File: src/rtl/core/bwsl_pkg.sv
// ----------------------------------------------------------------------------
// Blit word datapath package
// Shared constants, configuration register indexes and control structs.
// ----------------------------------------------------------------------------
package bwsl_pkg;

    // Width of a shift amount register.
    localparam int SHIFT_BITS = 4;

    // Width of the minterm truth table: one bit per {a, b, c} combination.
    localparam int TABLE_BITS = 8;

    // Configuration port geometry.
    localparam int CFG_INDEX_BITS = 3;
    localparam int CFG_DATA_BITS  = 8;

    // Configuration register indexes.
    typedef enum logic [CFG_INDEX_BITS-1:0] {
        REG_A_SHIFT        = 3'd0,
        REG_B_SHIFT        = 3'd1,
        REG_LOGIC_TABLE    = 3'd2,
        REG_DESCENDING     = 3'd3,
        REG_FILL_ENABLE    = 3'd4,
        REG_EXCLUSIVE_FILL = 3'd5,
        REG_FILL_CARRY_IN  = 3'd6
    } cfg_reg_t;

    // Fill controls handed from the top level to the logic stage.
    typedef struct packed {
        logic fill_enable;
        logic exclusive_fill;
        logic carry_in;
    } fill_ctrl_t;

endpackage

File: src/rtl/core/bwsl_funnel.sv
// ----------------------------------------------------------------------------
// Funnel shifter
// Joins a new word with the previous one and shifts right (ascending) or
// left (descending), keeping one word of the result.
// ----------------------------------------------------------------------------
module bwsl_funnel #(
    parameter int WORD_BITS = 16
) (
    input  logic [WORD_BITS-1:0]            fresh,
    input  logic [WORD_BITS-1:0]            prior,
    input  logic [bwsl_pkg::SHIFT_BITS-1:0] shift,
    input  logic                            descending,
    output logic [WORD_BITS-1:0]            result
);

    logic [2*WORD_BITS-1:0] asc_cat;
    logic [2*WORD_BITS-1:0] desc_cat;

    // Shifts past one word pull zeros in from beyond the previous word.
    always_comb
    begin
        asc_cat  = {prior, fresh} >> shift;
        desc_cat = {fresh, prior} << shift;
        if (descending)
        begin
            result = desc_cat[2*WORD_BITS-1:WORD_BITS];
        end
        else
        begin
            result = asc_cat[WORD_BITS-1:0];
        end
    end

endmodule

File: src/rtl/core/bwsl_logic.sv
// ----------------------------------------------------------------------------
// Minterm logic and area fill
// Applies the minterm truth table bit by bit, then the optional area fill
// from the low bit up, and reports the carry after the word.
// ----------------------------------------------------------------------------
module bwsl_logic #(
    parameter int WORD_BITS = 16
) (
    input  logic [WORD_BITS-1:0]            a_shifted,
    input  logic [WORD_BITS-1:0]            b_shifted,
    input  logic [WORD_BITS-1:0]            c_word,
    input  logic [bwsl_pkg::TABLE_BITS-1:0] logic_table,
    input  bwsl_pkg::fill_ctrl_t            fill_ctrl,
    output logic [WORD_BITS-1:0]            d_word,
    output logic                            carry_out
);

    logic [WORD_BITS-1:0] minterm_word;
    logic [WORD_BITS-1:0] carry_before;
    logic [WORD_BITS-1:0] filled;

    always_comb
    begin
        for (int i = 0; i < WORD_BITS; i++)
        begin
            minterm_word[i] = logic_table[{a_shifted[i], b_shifted[i], c_word[i]}];
        end
    end

    // The carry ahead of each bit is the incoming carry toggled by every set
    // bit below it, so each bit is a parity over a masked word.
    always_comb
    begin
        for (int i = 0; i < WORD_BITS; i++)
        begin
            carry_before[i] = fill_ctrl.carry_in
                            ^ (^(minterm_word & ((WORD_BITS'(1) << i) - WORD_BITS'(1))));
            if (fill_ctrl.exclusive_fill)
            begin
                filled[i] = minterm_word[i] ^ carry_before[i];
            end
            else
            begin
                filled[i] = minterm_word[i] | carry_before[i];
            end
        end
    end

    always_comb
    begin
        if (fill_ctrl.fill_enable)
        begin
            d_word    = filled;
            carry_out = fill_ctrl.carry_in ^ (^minterm_word);
        end
        else
        begin
            d_word    = minterm_word;
            carry_out = fill_ctrl.carry_in;
        end
    end

endmodule

File: src/rtl/core/blit_word_shift_logic_fill.sv
// ----------------------------------------------------------------------------
// Blit word shift, logic and fill
// One request carries an A, B and C source word; one result carries the
// destination word and the fill carry after it.
// ----------------------------------------------------------------------------
// Usage:
// The input channel takes a request at a clock edge where in_valid is high
// and in_stall is low. The request is held in an input register; once the
// result register is free or being emptied it passes through the shifters,
// the minterm table and the area fill and lands in the result register,
// which raises out_valid. One request is taken every cycle while the
// receiver keeps out_stall low.
// The previous A and B words and the fill carry advance as each request
// moves into the result register, so back-to-back requests see the state
// left by the one before them.
// When out_stall is high the result register holds its word and the input
// register can still take one more request; only when both are full does
// in_stall rise.
// Configuration registers are written through cfg_write, cfg_index and
// cfg_data, one register per cycle, while no request is in flight.
// Reset clears the configuration, the previous words, the fill carry and
// both valid flags.
// ----------------------------------------------------------------------------
module blit_word_shift_logic_fill #(
    parameter int WORD_BITS = 16
) (
    input  logic                                clk,
    input  logic                                rst_n,

    input  logic                                cfg_write,
    input  logic [bwsl_pkg::CFG_INDEX_BITS-1:0] cfg_index,
    input  logic [bwsl_pkg::CFG_DATA_BITS-1:0]  cfg_data,

    input  logic                                in_valid,
    output logic                                in_stall,
    input  logic [WORD_BITS-1:0]                a_word,
    input  logic [WORD_BITS-1:0]                b_word,
    input  logic [WORD_BITS-1:0]                c_word,
    input  logic                                row_start,
    input  logic                                blit_start,

    output logic                                out_valid,
    input  logic                                out_stall,
    output logic [WORD_BITS-1:0]                d_word,
    output logic                                carry_out
);

    // Configuration registers.
    logic [bwsl_pkg::SHIFT_BITS-1:0] a_shift_reg;
    logic [bwsl_pkg::SHIFT_BITS-1:0] b_shift_reg;
    logic [bwsl_pkg::TABLE_BITS-1:0] logic_table_reg;
    logic                            descending_reg;
    logic                            fill_enable_reg;
    logic                            exclusive_fill_reg;
    logic                            fill_carry_in_reg;

    // Input register.
    logic                 in_valid_reg;
    logic [WORD_BITS-1:0] a_word_reg;
    logic [WORD_BITS-1:0] b_word_reg;
    logic [WORD_BITS-1:0] c_word_reg;
    logic                 row_start_reg;
    logic                 blit_start_reg;

    // Running state carried from word to word.
    logic [WORD_BITS-1:0] a_previous_reg;
    logic [WORD_BITS-1:0] b_previous_reg;
    logic                 fill_carry_reg;

    // Result register.
    logic                 out_valid_reg;
    logic [WORD_BITS-1:0] d_word_reg;
    logic                 carry_out_reg;

    logic                 in_take;
    logic                 advance;
    logic [WORD_BITS-1:0] a_prior;
    logic [WORD_BITS-1:0] b_prior;
    logic [WORD_BITS-1:0] a_shifted;
    logic [WORD_BITS-1:0] b_shifted;
    logic [WORD_BITS-1:0] d_word_next;
    logic                 carry_out_next;
    bwsl_pkg::fill_ctrl_t fill_ctrl;

    // The held request moves on whenever the result register is free or
    // being emptied this cycle; the input side stalls only when it cannot.
    assign advance  = in_valid_reg && (!out_valid_reg || !out_stall);
    assign in_stall = in_valid_reg && !advance;
    assign in_take  = in_valid && !in_stall;

    // Configuration writes.
    always_ff @(posedge clk or negedge rst_n)
    begin
        if (!rst_n)
        begin
            a_shift_reg        <= '0;
            b_shift_reg        <= '0;
            logic_table_reg    <= '0;
            descending_reg     <= 1'b0;
            fill_enable_reg    <= 1'b0;
            exclusive_fill_reg <= 1'b0;
            fill_carry_in_reg  <= 1'b0;
        end
        else if (cfg_write)
        begin
            unique case (bwsl_pkg::cfg_reg_t'(cfg_index))
                bwsl_pkg::REG_A_SHIFT:
                    a_shift_reg <= cfg_data[bwsl_pkg::SHIFT_BITS-1:0];
                bwsl_pkg::REG_B_SHIFT:
                    b_shift_reg <= cfg_data[bwsl_pkg::SHIFT_BITS-1:0];
                bwsl_pkg::REG_LOGIC_TABLE:
                    logic_table_reg <= cfg_data[bwsl_pkg::TABLE_BITS-1:0];
                bwsl_pkg::REG_DESCENDING:
                    descending_reg <= cfg_data[0];
                bwsl_pkg::REG_FILL_ENABLE:
                    fill_enable_reg <= cfg_data[0];
                bwsl_pkg::REG_EXCLUSIVE_FILL:
                    exclusive_fill_reg <= cfg_data[0];
                bwsl_pkg::REG_FILL_CARRY_IN:
                    fill_carry_in_reg <= cfg_data[0];
                default:
                begin
                    // Writes to unused indexes are dropped.
                end
            endcase
        end
    end

    // Input register: valid flag under reset, payload without.
    always_ff @(posedge clk or negedge rst_n)
    begin
        if (!rst_n)
        begin
            in_valid_reg <= 1'b0;
        end
        else if (in_take)
        begin
            in_valid_reg <= 1'b1;
        end
        else if (advance)
        begin
            in_valid_reg <= 1'b0;
        end
    end

    always_ff @(posedge clk)
    begin
        if (in_take)
        begin
            a_word_reg     <= a_word;
            b_word_reg     <= b_word;
            c_word_reg     <= c_word;
            row_start_reg  <= row_start;
            blit_start_reg <= blit_start;
        end
    end

    // A blit start joins the new words with zero; a row start reloads the
    // fill carry before the fill runs.
    assign a_prior = blit_start_reg ? '0 : a_previous_reg;
    assign b_prior = blit_start_reg ? '0 : b_previous_reg;

    assign fill_ctrl.fill_enable    = fill_enable_reg;
    assign fill_ctrl.exclusive_fill = exclusive_fill_reg;
    assign fill_ctrl.carry_in       = row_start_reg ? fill_carry_in_reg : fill_carry_reg;

    bwsl_funnel #(
        .WORD_BITS (WORD_BITS)
    ) u_a_funnel (
        .fresh      (a_word_reg),
        .prior      (a_prior),
        .shift      (a_shift_reg),
        .descending (descending_reg),
        .result     (a_shifted)
    );

    bwsl_funnel #(
        .WORD_BITS (WORD_BITS)
    ) u_b_funnel (
        .fresh      (b_word_reg),
        .prior      (b_prior),
        .shift      (b_shift_reg),
        .descending (descending_reg),
        .result     (b_shifted)
    );

    bwsl_logic #(
        .WORD_BITS (WORD_BITS)
    ) u_logic (
        .a_shifted   (a_shifted),
        .b_shifted   (b_shifted),
        .c_word      (c_word_reg),
        .logic_table (logic_table_reg),
        .fill_ctrl   (fill_ctrl),
        .d_word      (d_word_next),
        .carry_out   (carry_out_next)
    );

    // Running state advances together with the result register, so the
    // next request in the input register sees what this one left behind.
    always_ff @(posedge clk or negedge rst_n)
    begin
        if (!rst_n)
        begin
            a_previous_reg <= '0;
            b_previous_reg <= '0;
            fill_carry_reg <= 1'b0;
        end
        else if (advance)
        begin
            a_previous_reg <= a_word_reg;
            b_previous_reg <= b_word_reg;
            fill_carry_reg <= carry_out_next;
        end
    end

    // Result register.
    always_ff @(posedge clk or negedge rst_n)
    begin
        if (!rst_n)
        begin
            out_valid_reg <= 1'b0;
        end
        else if (advance)
        begin
            out_valid_reg <= 1'b1;
        end
        else if (!out_stall)
        begin
            out_valid_reg <= 1'b0;
        end
    end

    always_ff @(posedge clk)
    begin
        if (advance)
        begin
            d_word_reg    <= d_word_next;
            carry_out_reg <= carry_out_next;
        end
    end

    assign out_valid = out_valid_reg;
    assign d_word    = d_word_reg;
    assign carry_out = carry_out_reg;

endmodule

File: config.mk
export PLATFORM = sky130hd
export DESIGN_NAME = blit_word_shift_logic_fill
export DESIGN_NICKNAME = d
export VERILOG_FILES = /design/src/rtl/core/bwsl_pkg.sv /design/src/rtl/core/bwsl_funnel.sv /design/src/rtl/core/bwsl_logic.sv /design/src/rtl/core/blit_word_shift_logic_fill.sv
export SDC_FILE = /design/constraint.sdc
export NUM_CORES = 1
export LEC_CHECK = 0
export BUFFER_PORTS_ARGS = -buffer_cell sky130_fd_sc_hd__buf_4
export CAP_MARGIN = 20
export CORE_MARGIN = 2
export CORE_UTILIZATION = 49
export DETAILED_ROUTE_END_ITERATION = 8
export PLACE_DENSITY = 0.69
export SLEW_MARGIN = 40
export SYNTH_ARGS = -nofsm -noshare
export SYNTH_HDL_FRONTEND = slang
export SYNTH_SLANG_ARGS = --single-unit
File: constraint.sdc
create_clock -name clk -period 4.8 [get_ports clk]
set_clock_uncertainty 0.15 [all_clocks]
set_input_delay 0.48 -clock clk [delete_from_list [all_inputs] [get_ports clk]]
set_output_delay 0.48 -clock clk [all_outputs]
set_load 0.02 [all_outputs]
# Word level (Yosys, flattened, before mapping)
# Index checks and enable logic that the tools add are counted.
# classes
order_cmp	16
eq_ne	7
shifts	4
mux	59
bitwise_logic	48
reduce_logical	33
# op_table
op	count
$reduce_xor 16->1	16
$mux 16	5
$lt 3x4->1 const B	16
$shl 32x4->32	2
$shr 32x4->16	2
$bmux 1 s3	16
$mux 1	38
$xor 1x1->1	32
$or 1x1->1	16
$reduce_and 2->1	7
$eq 3x3->1 const B	3
$eq 3x2->1 const B	2
$logic_not 1->1	4
$eq 3x1->1 const B	1
$logic_and 1x1->1	3
$logic_not 3->1	1
$ne 2x1->1 const B	1
$reduce_bool 2->1	1
$logic_or 1x1->1	1
# word_totals
register_bits	122
in_bits	66
word_cells	186

# Logic depth before layout (Yosys ltp)
# Gate-level depths: netlist (run 1).
# depth
word_depth	10
ltp_mapped	22
ltp_nobuf	17

# Modules after synthesis
# A second synthesis (run 1) with hierarchy kept.
# unflattened
hier_cells	819
area_unflattened_um2	11362.1
# modules_own_cells
mod	instances	cells_per_inst	area_per_inst_um2	seq_area_each_um2
bwsl_funnel	2	209	2457.4	0.0
blit_word_shift_logic_fill	1	228	4410.5	3388.2
bwsl_logic	1	173	2037.0	0.0

# Worst setup path before layout (run 1)
# OpenSTA, ideal clock, no wires.
# synth_path
path_kind	register to register
start	register b_shift_reg[1] in the netlist's numbering
end	register d_word_reg[13], in the netlist d_word[13], data pin
setup_time_ns	0.271
arrival_time_ns	4.198
required_time_ns	4.379
slack_ns	0.181
path_stages_with_launch	19
n_path_buf	2
period_less_slack_ns	4.619
cell_sequence	dfrtp_1 > buf_2 > buf_4 > mux2_2 > a22oi_1 > nand4_1 > nand4_1 > mux4_2 > mux2_2 > xnor2_4 > xnor2_2 > xnor3_2 > xor2_2 > xor2_1 > ha_1 > nand2_1 > o21ai_0 > nand2_1 > o21ai_0
# synth_via
elab_chain_len	9
elab_cells_between_ends	37
cone_classes	2 x shift; 31 x mux; 3 x bitwise; 1 x reduce/logical
# synth_lines
item	line	text
start, declared	blit_word_shift_logic_fill.sv:50	logic [bwsl_pkg::SHIFT_BITS-1:0] b_shift_reg;
start signal, assigned	blit_word_shift_logic_fill.sv:110	b_shift_reg <= cfg_data[bwsl_pkg::SHIFT_BITS-1:0];
$shr 32x4->16 / $shl 32x4->32 (equally long branches)	bwsl_funnel.sv:22, bwsl_funnel.sv:23	
$mux 16 *	bwsl_funnel.sv:24	if (descending)
$bmux 1 s3	bwsl_logic.sv:26	minterm_word[i] = logic_table[{a_shifted[i], b_shifted[i], c_word[i]}];
$mux 1 (implied by the code)	bwsl_logic.sv:26	
$reduce_xor 16->1	bwsl_logic.sv:37	^ (^(minterm_word & ((WORD_BITS'(1) << i) - WORD_BITS'(1))));
$xor 1x1->1	bwsl_logic.sv:37	
$or 1x1->1 / $xor 1x1->1 (equally long branches)	bwsl_logic.sv:44, bwsl_logic.sv:40	
$mux 1	bwsl_logic.sv:38	if (fill_ctrl.exclusive_fill)
$mux 16 *	bwsl_logic.sv:51	if (fill_ctrl.fill_enable)
net d_word_next[13]	blit_word_shift_logic_fill.sv:81	logic [WORD_BITS-1:0] d_word_next;
end signal, assigned	blit_word_shift_logic_fill.sv:238	d_word_reg <= d_word_next;
end, declared	blit_word_shift_logic_fill.sv:72	logic [WORD_BITS-1:0] d_word_reg;
# The timed path passes the listed nets; every way through them passes the cells marked *. The select of a mux whose other input is x is not followed.
# A chain may end at the register's enable or synchronous reset.

# Worst setup path in the final report (run 1)
# layout_path
start	register b_shift_reg[0] in the netlist's numbering
end	register d_word_reg[14], in the netlist d_word[14], data pin
# Same word-level chain as after synthesis.

==> results.md, run 1 <==
* Final Hold Fails at 0
* TritonCTS clock tree: yes
* Setup CP Type: flip-flop to flip-flop
* Crit-path cells: buf_4 -> clkinv_1 -> buf_4 -> mux4_2 -> o211a_1 -> a21oi_1 -> buf_4 -> mux4_2 -> mux2i_2 -> xor2_1 -> xnor3_2 -> xor2_2 -> buf_4 -> xnor2_2 -> ha_1 -> a21oi_2 -> mux2i_1
* Initial antenna violation count at 0
* Buffers plus inverters on the worst setup path at 5
* Top delay family on crit path: multiplexers
* Avg Synthesized Cell Area at 10.5 um2
* Ys Warns at 0
* H-tree levels at 4
* Critical Path RT at 4.81 ns
* Arr. time, crit path at 4.83 ns
* Unrepaired setup endpoints after global routing: true
* First drt pass iteration count at 6
* Max-slew violations at 0
* Most common cell in the synthesized netlist: mux2i_1
* Sequential cell fraction of total power at 16.0%
* Synth cell types at 84
* Slew @ Worst Pin at ~0.8 ns
* Run status: finished, violations left
* Vias in the first global route at roughly 11000
* Antenna cells at 0
* Hpwl dp at 30600 um
* Power Dens Cells at slightly below 700 nW/um2
* Area Overhead vs Synth at 22.5%
* Clock Tree Buf Depth at 2
* Post-layout power at roughly 10 mW
* Max VDD drop at 0.000816 V
* Dominant cell type by area after synthesis: mux4_2
* Final #Nets at 1433
* GP Congestion at 1.02
* Drt initial violations at 1097
* Dpl cells at between 1500 and 2000
* Dominant synthesized flop cell: edfxtp_1
* Sw frac at a little over two fifths
* Critical Path Source Type: flip-flop
* Final setup fails at 1
* Post-synth EDFFs at 67
* Crit Path Max Fanout at 10
* First-pass GRT wire length at roughly 64000 um
* Max-cap violation count at 0
* Total negative slack at -0.0232 ns
* Slowest stage delay, CP at 0.58 ns
* Worst-Skew Late Latency at roughly 0.44 ns
* Ys async rst share at 45.1%
* Syn_nets at 1250
* Die Area at 26300 um2
* Final WL at 41500 um
* Hold WS at ~0.053 ns
* Initial Util at 50.2%
* Antenna Nets Post-Route at 0
* Vias per std cell at 6.46
* Largest net degree at the start of global routing at 56
* Core ar. at 24500 um2
* Slowest library cell on the worst path: mux4_2
* Yosys reg bits at 122
* Max Fclk at 207 MHz
* Period utilisation layout at 100%
* Layout Cells excl Fill at around 1700
* Fin worst setup slack at -0.0232 ns
* Gate Count Post-Synth at roughly 1200
* Overflow after GRT at 0
* Vias at 10900
* Largest cells by area after synthesis: mux4_2, edfxtp_1, mux2i_1
* Finished Cell Area at roughly 15000 um2
* Clk sink count at 122
* Sw power at 4.54 mW
* Post-synthesis sequential area ratio at 27.6%
* Pre-CTS setup slack at -0.290 ns
* Post-DP Area at 14200 um2
* Leak Pwr at 6.37 nW
* Cell Int Power at about 5.9 mW
* Clock-pin slew on the worst setup and hold paths at 0.09 ns
* Final Util at between 60% and 70%
* Yosys top cell area share at 17.2%
* Mean routed wirelength per cell at 24.6 um
* Chip width at 162 um
* Residual DRC count at 0
* Port bufs at 84
* Ports at 85
* Die Ht at 162 um
* Netlist Area Pre-Place at ~12000 um2
* Clock network power share at 13.1%
* Total Routing Usage GR at 31.9%
* Cell repeated most along the worst path: buf_4
* Clock root buffer: clkbuf_16
* Post-synth top cells: mux2i_1, nand2_1, mux4_2, nor2_1, edfxtp_1
* Hold Crit Class: primary input to flip-flop
* Min cycle time layout at 4.82 ns
* Slew HR at 44.7%
* Violated checks: negative setup slack
* Crit. End Element: flip-flop
* Layout cells sized above 1 at 38.3%
* CTS Buf Count at 17
* Portion of total power attributed to combinational logic at 70.9%
* Rows at between 50 and 60
final cells by class:
class / instances / area (um2)
Tap cell: 324 / 405
Clock buffer: 17 / 425
Clock inverter: 15 / 180
Timing Repair Buffer: 295 / 2360
Inverter: 28 / 105
Fill cell: 2005 / 9410
Multi-Input combinational cell: 887 / 8170
Sequential cell: 122 / 3400
repair_timing:
item                       in CTS  in global routing
hold buffers                    1                  0
pin swaps                       6                 11
gates resized for setup        11                 25
setup endpoints to repair       6                  7
buffers inserted               10                  4
hold endpoints to repair        4                  0
final timing paths:
check | slack (ns) | startpoint | to | cells after the start
min | 0.05 | a_word[6] | a_word_reg[6] | 1
min reg2reg | 0.34 | in_valid_reg | out_valid | 1
max | -0.02 | b_shift_reg[0] | d_word[14] | 17
min in group asynchronous | 0.42 | rst_n | b_previous_reg[5] | 2
max in group asynchronous | 3.59 | rst_n | b_shift_reg[2] | 2
max reg2reg | -0.02 | b_shift_reg[0] | d_word[14] | 17
routing by layer:
layer | GRT usage [%] | vias up | share of wire [%]
met5 | 0 | - | 0
met4 | 16.7 | 0 | 5.9
met3 | 5.90 | 141 | 7.7
met2 | 50.4 | 623 | 47
met1 | 42.1 | 5326 | 40
li1 | - | 4820 | -
power by group through the flow:
| stage | combinational (mW) | sequential (mW) | clock (mW) |
|---|---|---|---|
| global placement | 6.63 | 1.69 | 0 |
| floorplan | 4.87 | 1.62 | 0 |
| global route | 8.10 | 1.70 | 1.42 |
| CTS | 6.99 | 1.67 | 1.39 |
| detailed placement | 6.80 | 1.70 | 0 |
| finish | 7.42 | 1.68 | 1.37 |
kinds of logic after synthesis:
| family | after synthesis | share of synthesized area (%) |
|---|---|---|
| buffers and inverters | 159 | 6.74 |
| DFF | 122 | 27.6 |
| adders and majority gates | 16 | 1.63 |
| muxes | 333 | 39.2 |
| xor gates and xnor gates | 25 | 2.48 |
| and+or+nand+nor | 317 | 11.3 |
| AOI/OAI and AO/OA | 196 | 11.1 |
placed cells by master (no fill, tap or decap), drive strengths merged, types with 6 or more instances in the layout:
master	instances
a221oi	8
o211ai	7
inv	32
a31oi	6
mux2	50
mux2i	177
nand2	163
buf	294
o221ai	7
nand2b	12
nand3	10
o32ai	6
o2111ai	6
xnor2	16
xor2	6
clkbuf	17
a22oi	7
nor2	70
a211oi	12
mux4	106
a21oi	39
nor2b	7
clkinv	8
nor3	22
edfxtp	67
o21ai	43
o22ai	14
ha	16
dfrtp	55
(Power assumes the default switching activity.)
==> run 2: changes to the inputs <==
--- a/config.mk
+++ b/config.mk
@@ -11,2 +11,3 @@
 export CORE_UTILIZATION = 49
+export CTS_CLUSTER_SIZE = 8
 export DETAILED_ROUTE_END_ITERATION = 8
==> constraint.sdc (replaced) <==
create_clock -name clk -period 4.8 [get_ports clk]
set_clock_uncertainty 0.15 [all_clocks]
set_input_delay 0.72 -clock clk [delete_from_list [all_inputs] [get_ports clk]]
set_output_delay 0.72 -clock clk [all_outputs]
set_load 0.02 [all_outputs]
==> results.md, run 2 (same netlist as run 1, synthesis figures left out) <==
* Run status: finished, violations left (unchanged)
* Violated checks: negative setup slack (unchanged)
* Critical Path Source Type: flip-flop (unchanged)
* Final WL at 41500 um (about the same)
* Vias at 11000 (was 10900)
* Crit Path Max Fanout at 6 (was 10)
* Antenna Nets Post-Route at 0 (unchanged)
* Worst-Skew Late Latency at 0.43 ns (was 0.44 ns)
* Sw frac at 42.8% (was 43.3%)
* Die Area at 26300 um2 (unchanged)
* Chip width at 162 um (unchanged)
* Slowest library cell on the worst path: dfrtp_4 (was mux4_2)
* Die Ht at 162 um (unchanged)
* H-tree levels at 4 (unchanged)
* Sequential cell fraction of total power at 15.8% (was 16.0%)
* Clock network power share at 12.9% (was 13.1%)
* Clock-pin slew on the worst setup and hold paths at 0.08 ns (was 0.09 ns)
* Most frequent cells in the layout: buf_4, mux2i_1, nand2_1 (unchanged)
* Area Overhead vs Synth at 23.0% (was 22.5%)
* Critical Path RT at 4.81 ns (about the same)
* Total Routing Usage GR at 32.0% (was 31.9%)
* GP Congestion at 1.01 (was 1.02)
* Buffers plus inverters on the worst setup path at 3 (was 5)
* Post-layout power at 10.6 mW (was 10.5 mW)
* Worst Setup EP: d_word[14] (unchanged)
* CP Depth at 18 (was 17)
* Max VDD drop at 0.000962 V (was 0.000816 V)
* Portion of total power attributed to combinational logic at 71.3% (was 70.9%)
* First drt pass iteration count at 5 (was 6)
* Initial Util at 50.2% (unchanged)
* Cell repeated most along the worst path: mux2i_1 (was buf_4)
* Reg2reg setup slack at -0.13 ns (was -0.02 ns)
* Vias in the first global route at 10800 (about the same)
* Setup CP Type: flip-flop to flip-flop (unchanged)
* Slew HR at 45.7% (was 44.7%)
* Arr. time, crit path at 4.94 ns (was 4.83 ns)
* Post-DP Area at 14200 um2 (unchanged)
* Crit. End Element: flip-flop (unchanged)
* Slew @ Worst Pin at 0.808 ns (was 0.821 ns)
* Clk sink count at 122 (unchanged)
* Fillcell total at 2013 (was 2005)
* Reg2reg start: a_shift_reg[1] (was b_shift_reg[0])
* Top delay family on crit path: XOR/XNOR gates (was multiplexers)
* Final Hold Fails at 0 (unchanged)
* Crit-path cells: buf_6 -> mux2_2 -> mux4_2 -> a21oi_1 -> a22oi_2 -> buf_4 -> mux2i_1 -> mux2i_1 -> xnor2_1 -> xnor3_1 -> xnor2_2 -> xnor3_2 -> xor2_2 -> buf_4 -> xnor2_2 -> ha_1 -> a21oi_2 -> mux2i_1 (was buf_4 -> clkinv_1 -> buf_4 -> mux4_2 -> o211a_1 -> a21oi_1 -> buf_4 -> mux4_2 -> mux2i_2 -> xor2_1 -> xnor3_2 -> xor2_2 -> buf_4 -> xnor2_2 -> ha_1 -> a21oi_2 -> mux2i_1)
* Max-slew violations at 0 (unchanged)
* Worst setup startpoint: a_shift_reg[1] (was b_shift_reg[0])
* Largest net degree at the start of global routing at 56 (unchanged)
* Hold Crit Class: primary input to async pin (was primary input to flip-flop)
* Sw power at 4.52 mW (was 4.54 mW)
* Period utilisation layout at 103% (was 100%)
* Cell Int Power at 6.04 mW (was 5.93 mW)
* CTS Buf Count at 17 (unchanged)
* Worst R2R Path Depth at 18 (was 17)
* Drt initial violations at 1290 (was 1097)
* Clock root buffer: clkbuf_16 (unchanged)
* Core ar. at 24500 um2 (unchanged)
* Hpwl dp at 30700 um (was 30600 um)
* Leak Pwr at 6.41 nW (was 6.37 nW)
* Fin worst setup slack at -0.128 ns (was -0.0232 ns)
* Residual DRC count at 0 (unchanged)
* Unrepaired setup endpoints after global routing: true (unchanged)
* TritonCTS clock tree: yes (unchanged)
* Power Dens Cells at 699 nW/um2 (was 696 nW/um2)
* Mean routed wirelength per cell at 24.5 um (was 24.6 um)
* Max-cap violation count at 0 (unchanged)
* Max Fclk at 203 MHz (was 207 MHz)
* Slowest stage delay, CP at 0.48 ns (was 0.58 ns)
* Min cycle time layout at 4.93 ns (was 4.82 ns)
* Final #Nets at 1438 (was 1433)
* Layout cells sized above 1 at 38.9% (was 38.3%)
* First-pass GRT wire length at 64100 um (was 63500 um)
* Port bufs at 84 (unchanged)
* Rows at 57 (unchanged)
* # hold bufs at CTS at 0 (was 1)
* Vias per std cell at 6.48 (was 6.46)
* Finished Cell Area at 15100 um2 (was 15000 um2)
* Reg-to-reg endpoint: d_word[14] (unchanged)
* Most common cell after layout, fill and taps aside: buf_4 (unchanged)
* Antenna cells at 0 (unchanged)
* Initial antenna violation count at 0 (unchanged)
* Final setup fails at 5 (was 1)
* Ports at 85 (unchanged)
* Clock Tree Buf Depth at 2 (unchanged)
* Overflow after GRT at 0 (unchanged)
-- run 2: cell types whose count changed in the layout (fill, tap and decap cells not counted), sizes merged --
cell / delta
clkinvlp: +1
clkinv: -1
dlygate4sd3: -1
clkbuf: +1
buf: +5
-- run 2: per-layer routing --
layer	share of wire [%]	track usage [%]	up-vias	wire length, um
met1	41	43.9	5401	17000
li1	-	-	4825	-
met4	5.4	14.2	0	2240
met5	0	0	-	0
met3	7.3	4.62	130	3030
met2	46	50.8	608	19300
-- run 2: repair_timing --
item                                   in CTS  in global routing
pin swaps                                   2                 14
setup endpoints to repair                   6                  7
endpoints found under the hold margin       0                  0
gates resized for setup                     8                 30
setup buffers                               6                 14
-- run 2: final cells by class --
cell class,instances,area (um2),area share (%)
multi-input combinational,887,8190,54.2
sequential,122,3400,22.5
timing repair buffer,300,2400,15.9
clock buffer,17,425,2.82
tap,324,405,2.68
clock inverter,15,173,1.14
inverter,28,109,0.720
-- run 2: worst min path at each step --
stage,startpoint,cells past startpoint,endpoint
3_5_place_dp,fill_carry_reg,1,fill_carry_reg
2_1_floorplan,rst_n,0,a_previous_reg[0]
3_3_place_gp,in_valid_reg,1,out_valid
6_report,rst_n,1,a_previous_reg[4]
4_1_cts,rst_n,1,a_previous_reg[4]
5_1_grt,rst_n,1,a_previous_reg[5]
-- run 2: worst reg2reg max path: stages (launching register included) --
cell and delay [ns]:
dfrtp_4 0.48, buf_6 0.17, mux2_2 0.37, mux4_2 0.46, a21oi_1 0.21, a22oi_2 0.14
buf_4 0.18, mux2i_1 0.11, mux2i_1 0.28, xnor2_1 0.18, xnor3_1 0.28, xnor2_2 0.26
xnor3_2 0.45, xor2_2 0.18, buf_4 0.15, xnor2_2 0.13, ha_1 0.28, a21oi_2 0.11
mux2i_1 0.08
-- run 2: stage by stage --
step	std cells	setup TNS [ns]	setup WS [ns]	utilization (%)	hold WS [ns]
floorplan	1168	0	0.181	-	0.274
global placement	1641	-0.749	-0.247	58.0	0.317
detailed placement	1641	-0.945	-0.265	58.0	0.334
CTS	1679	-0.00492	-0.00492	60.8	0.254
global route	1693	-1.21	-0.258	61.8	0.146
finish	1693	-0.441	-0.128	61.8	0.127
-- run 2: power by group through the flow --
stage	Combinational (mW)	Clock, mW	Sequential, mW
6_report	7.54	1.36	1.67
5_1_grt	8.29	1.43	1.70
4_1_cts	7.00	1.38	1.67
3_5_place_dp	6.81	0	1.70
3_3_place_gp	6.62	0	1.69
2_1_floorplan	4.87	0	1.62
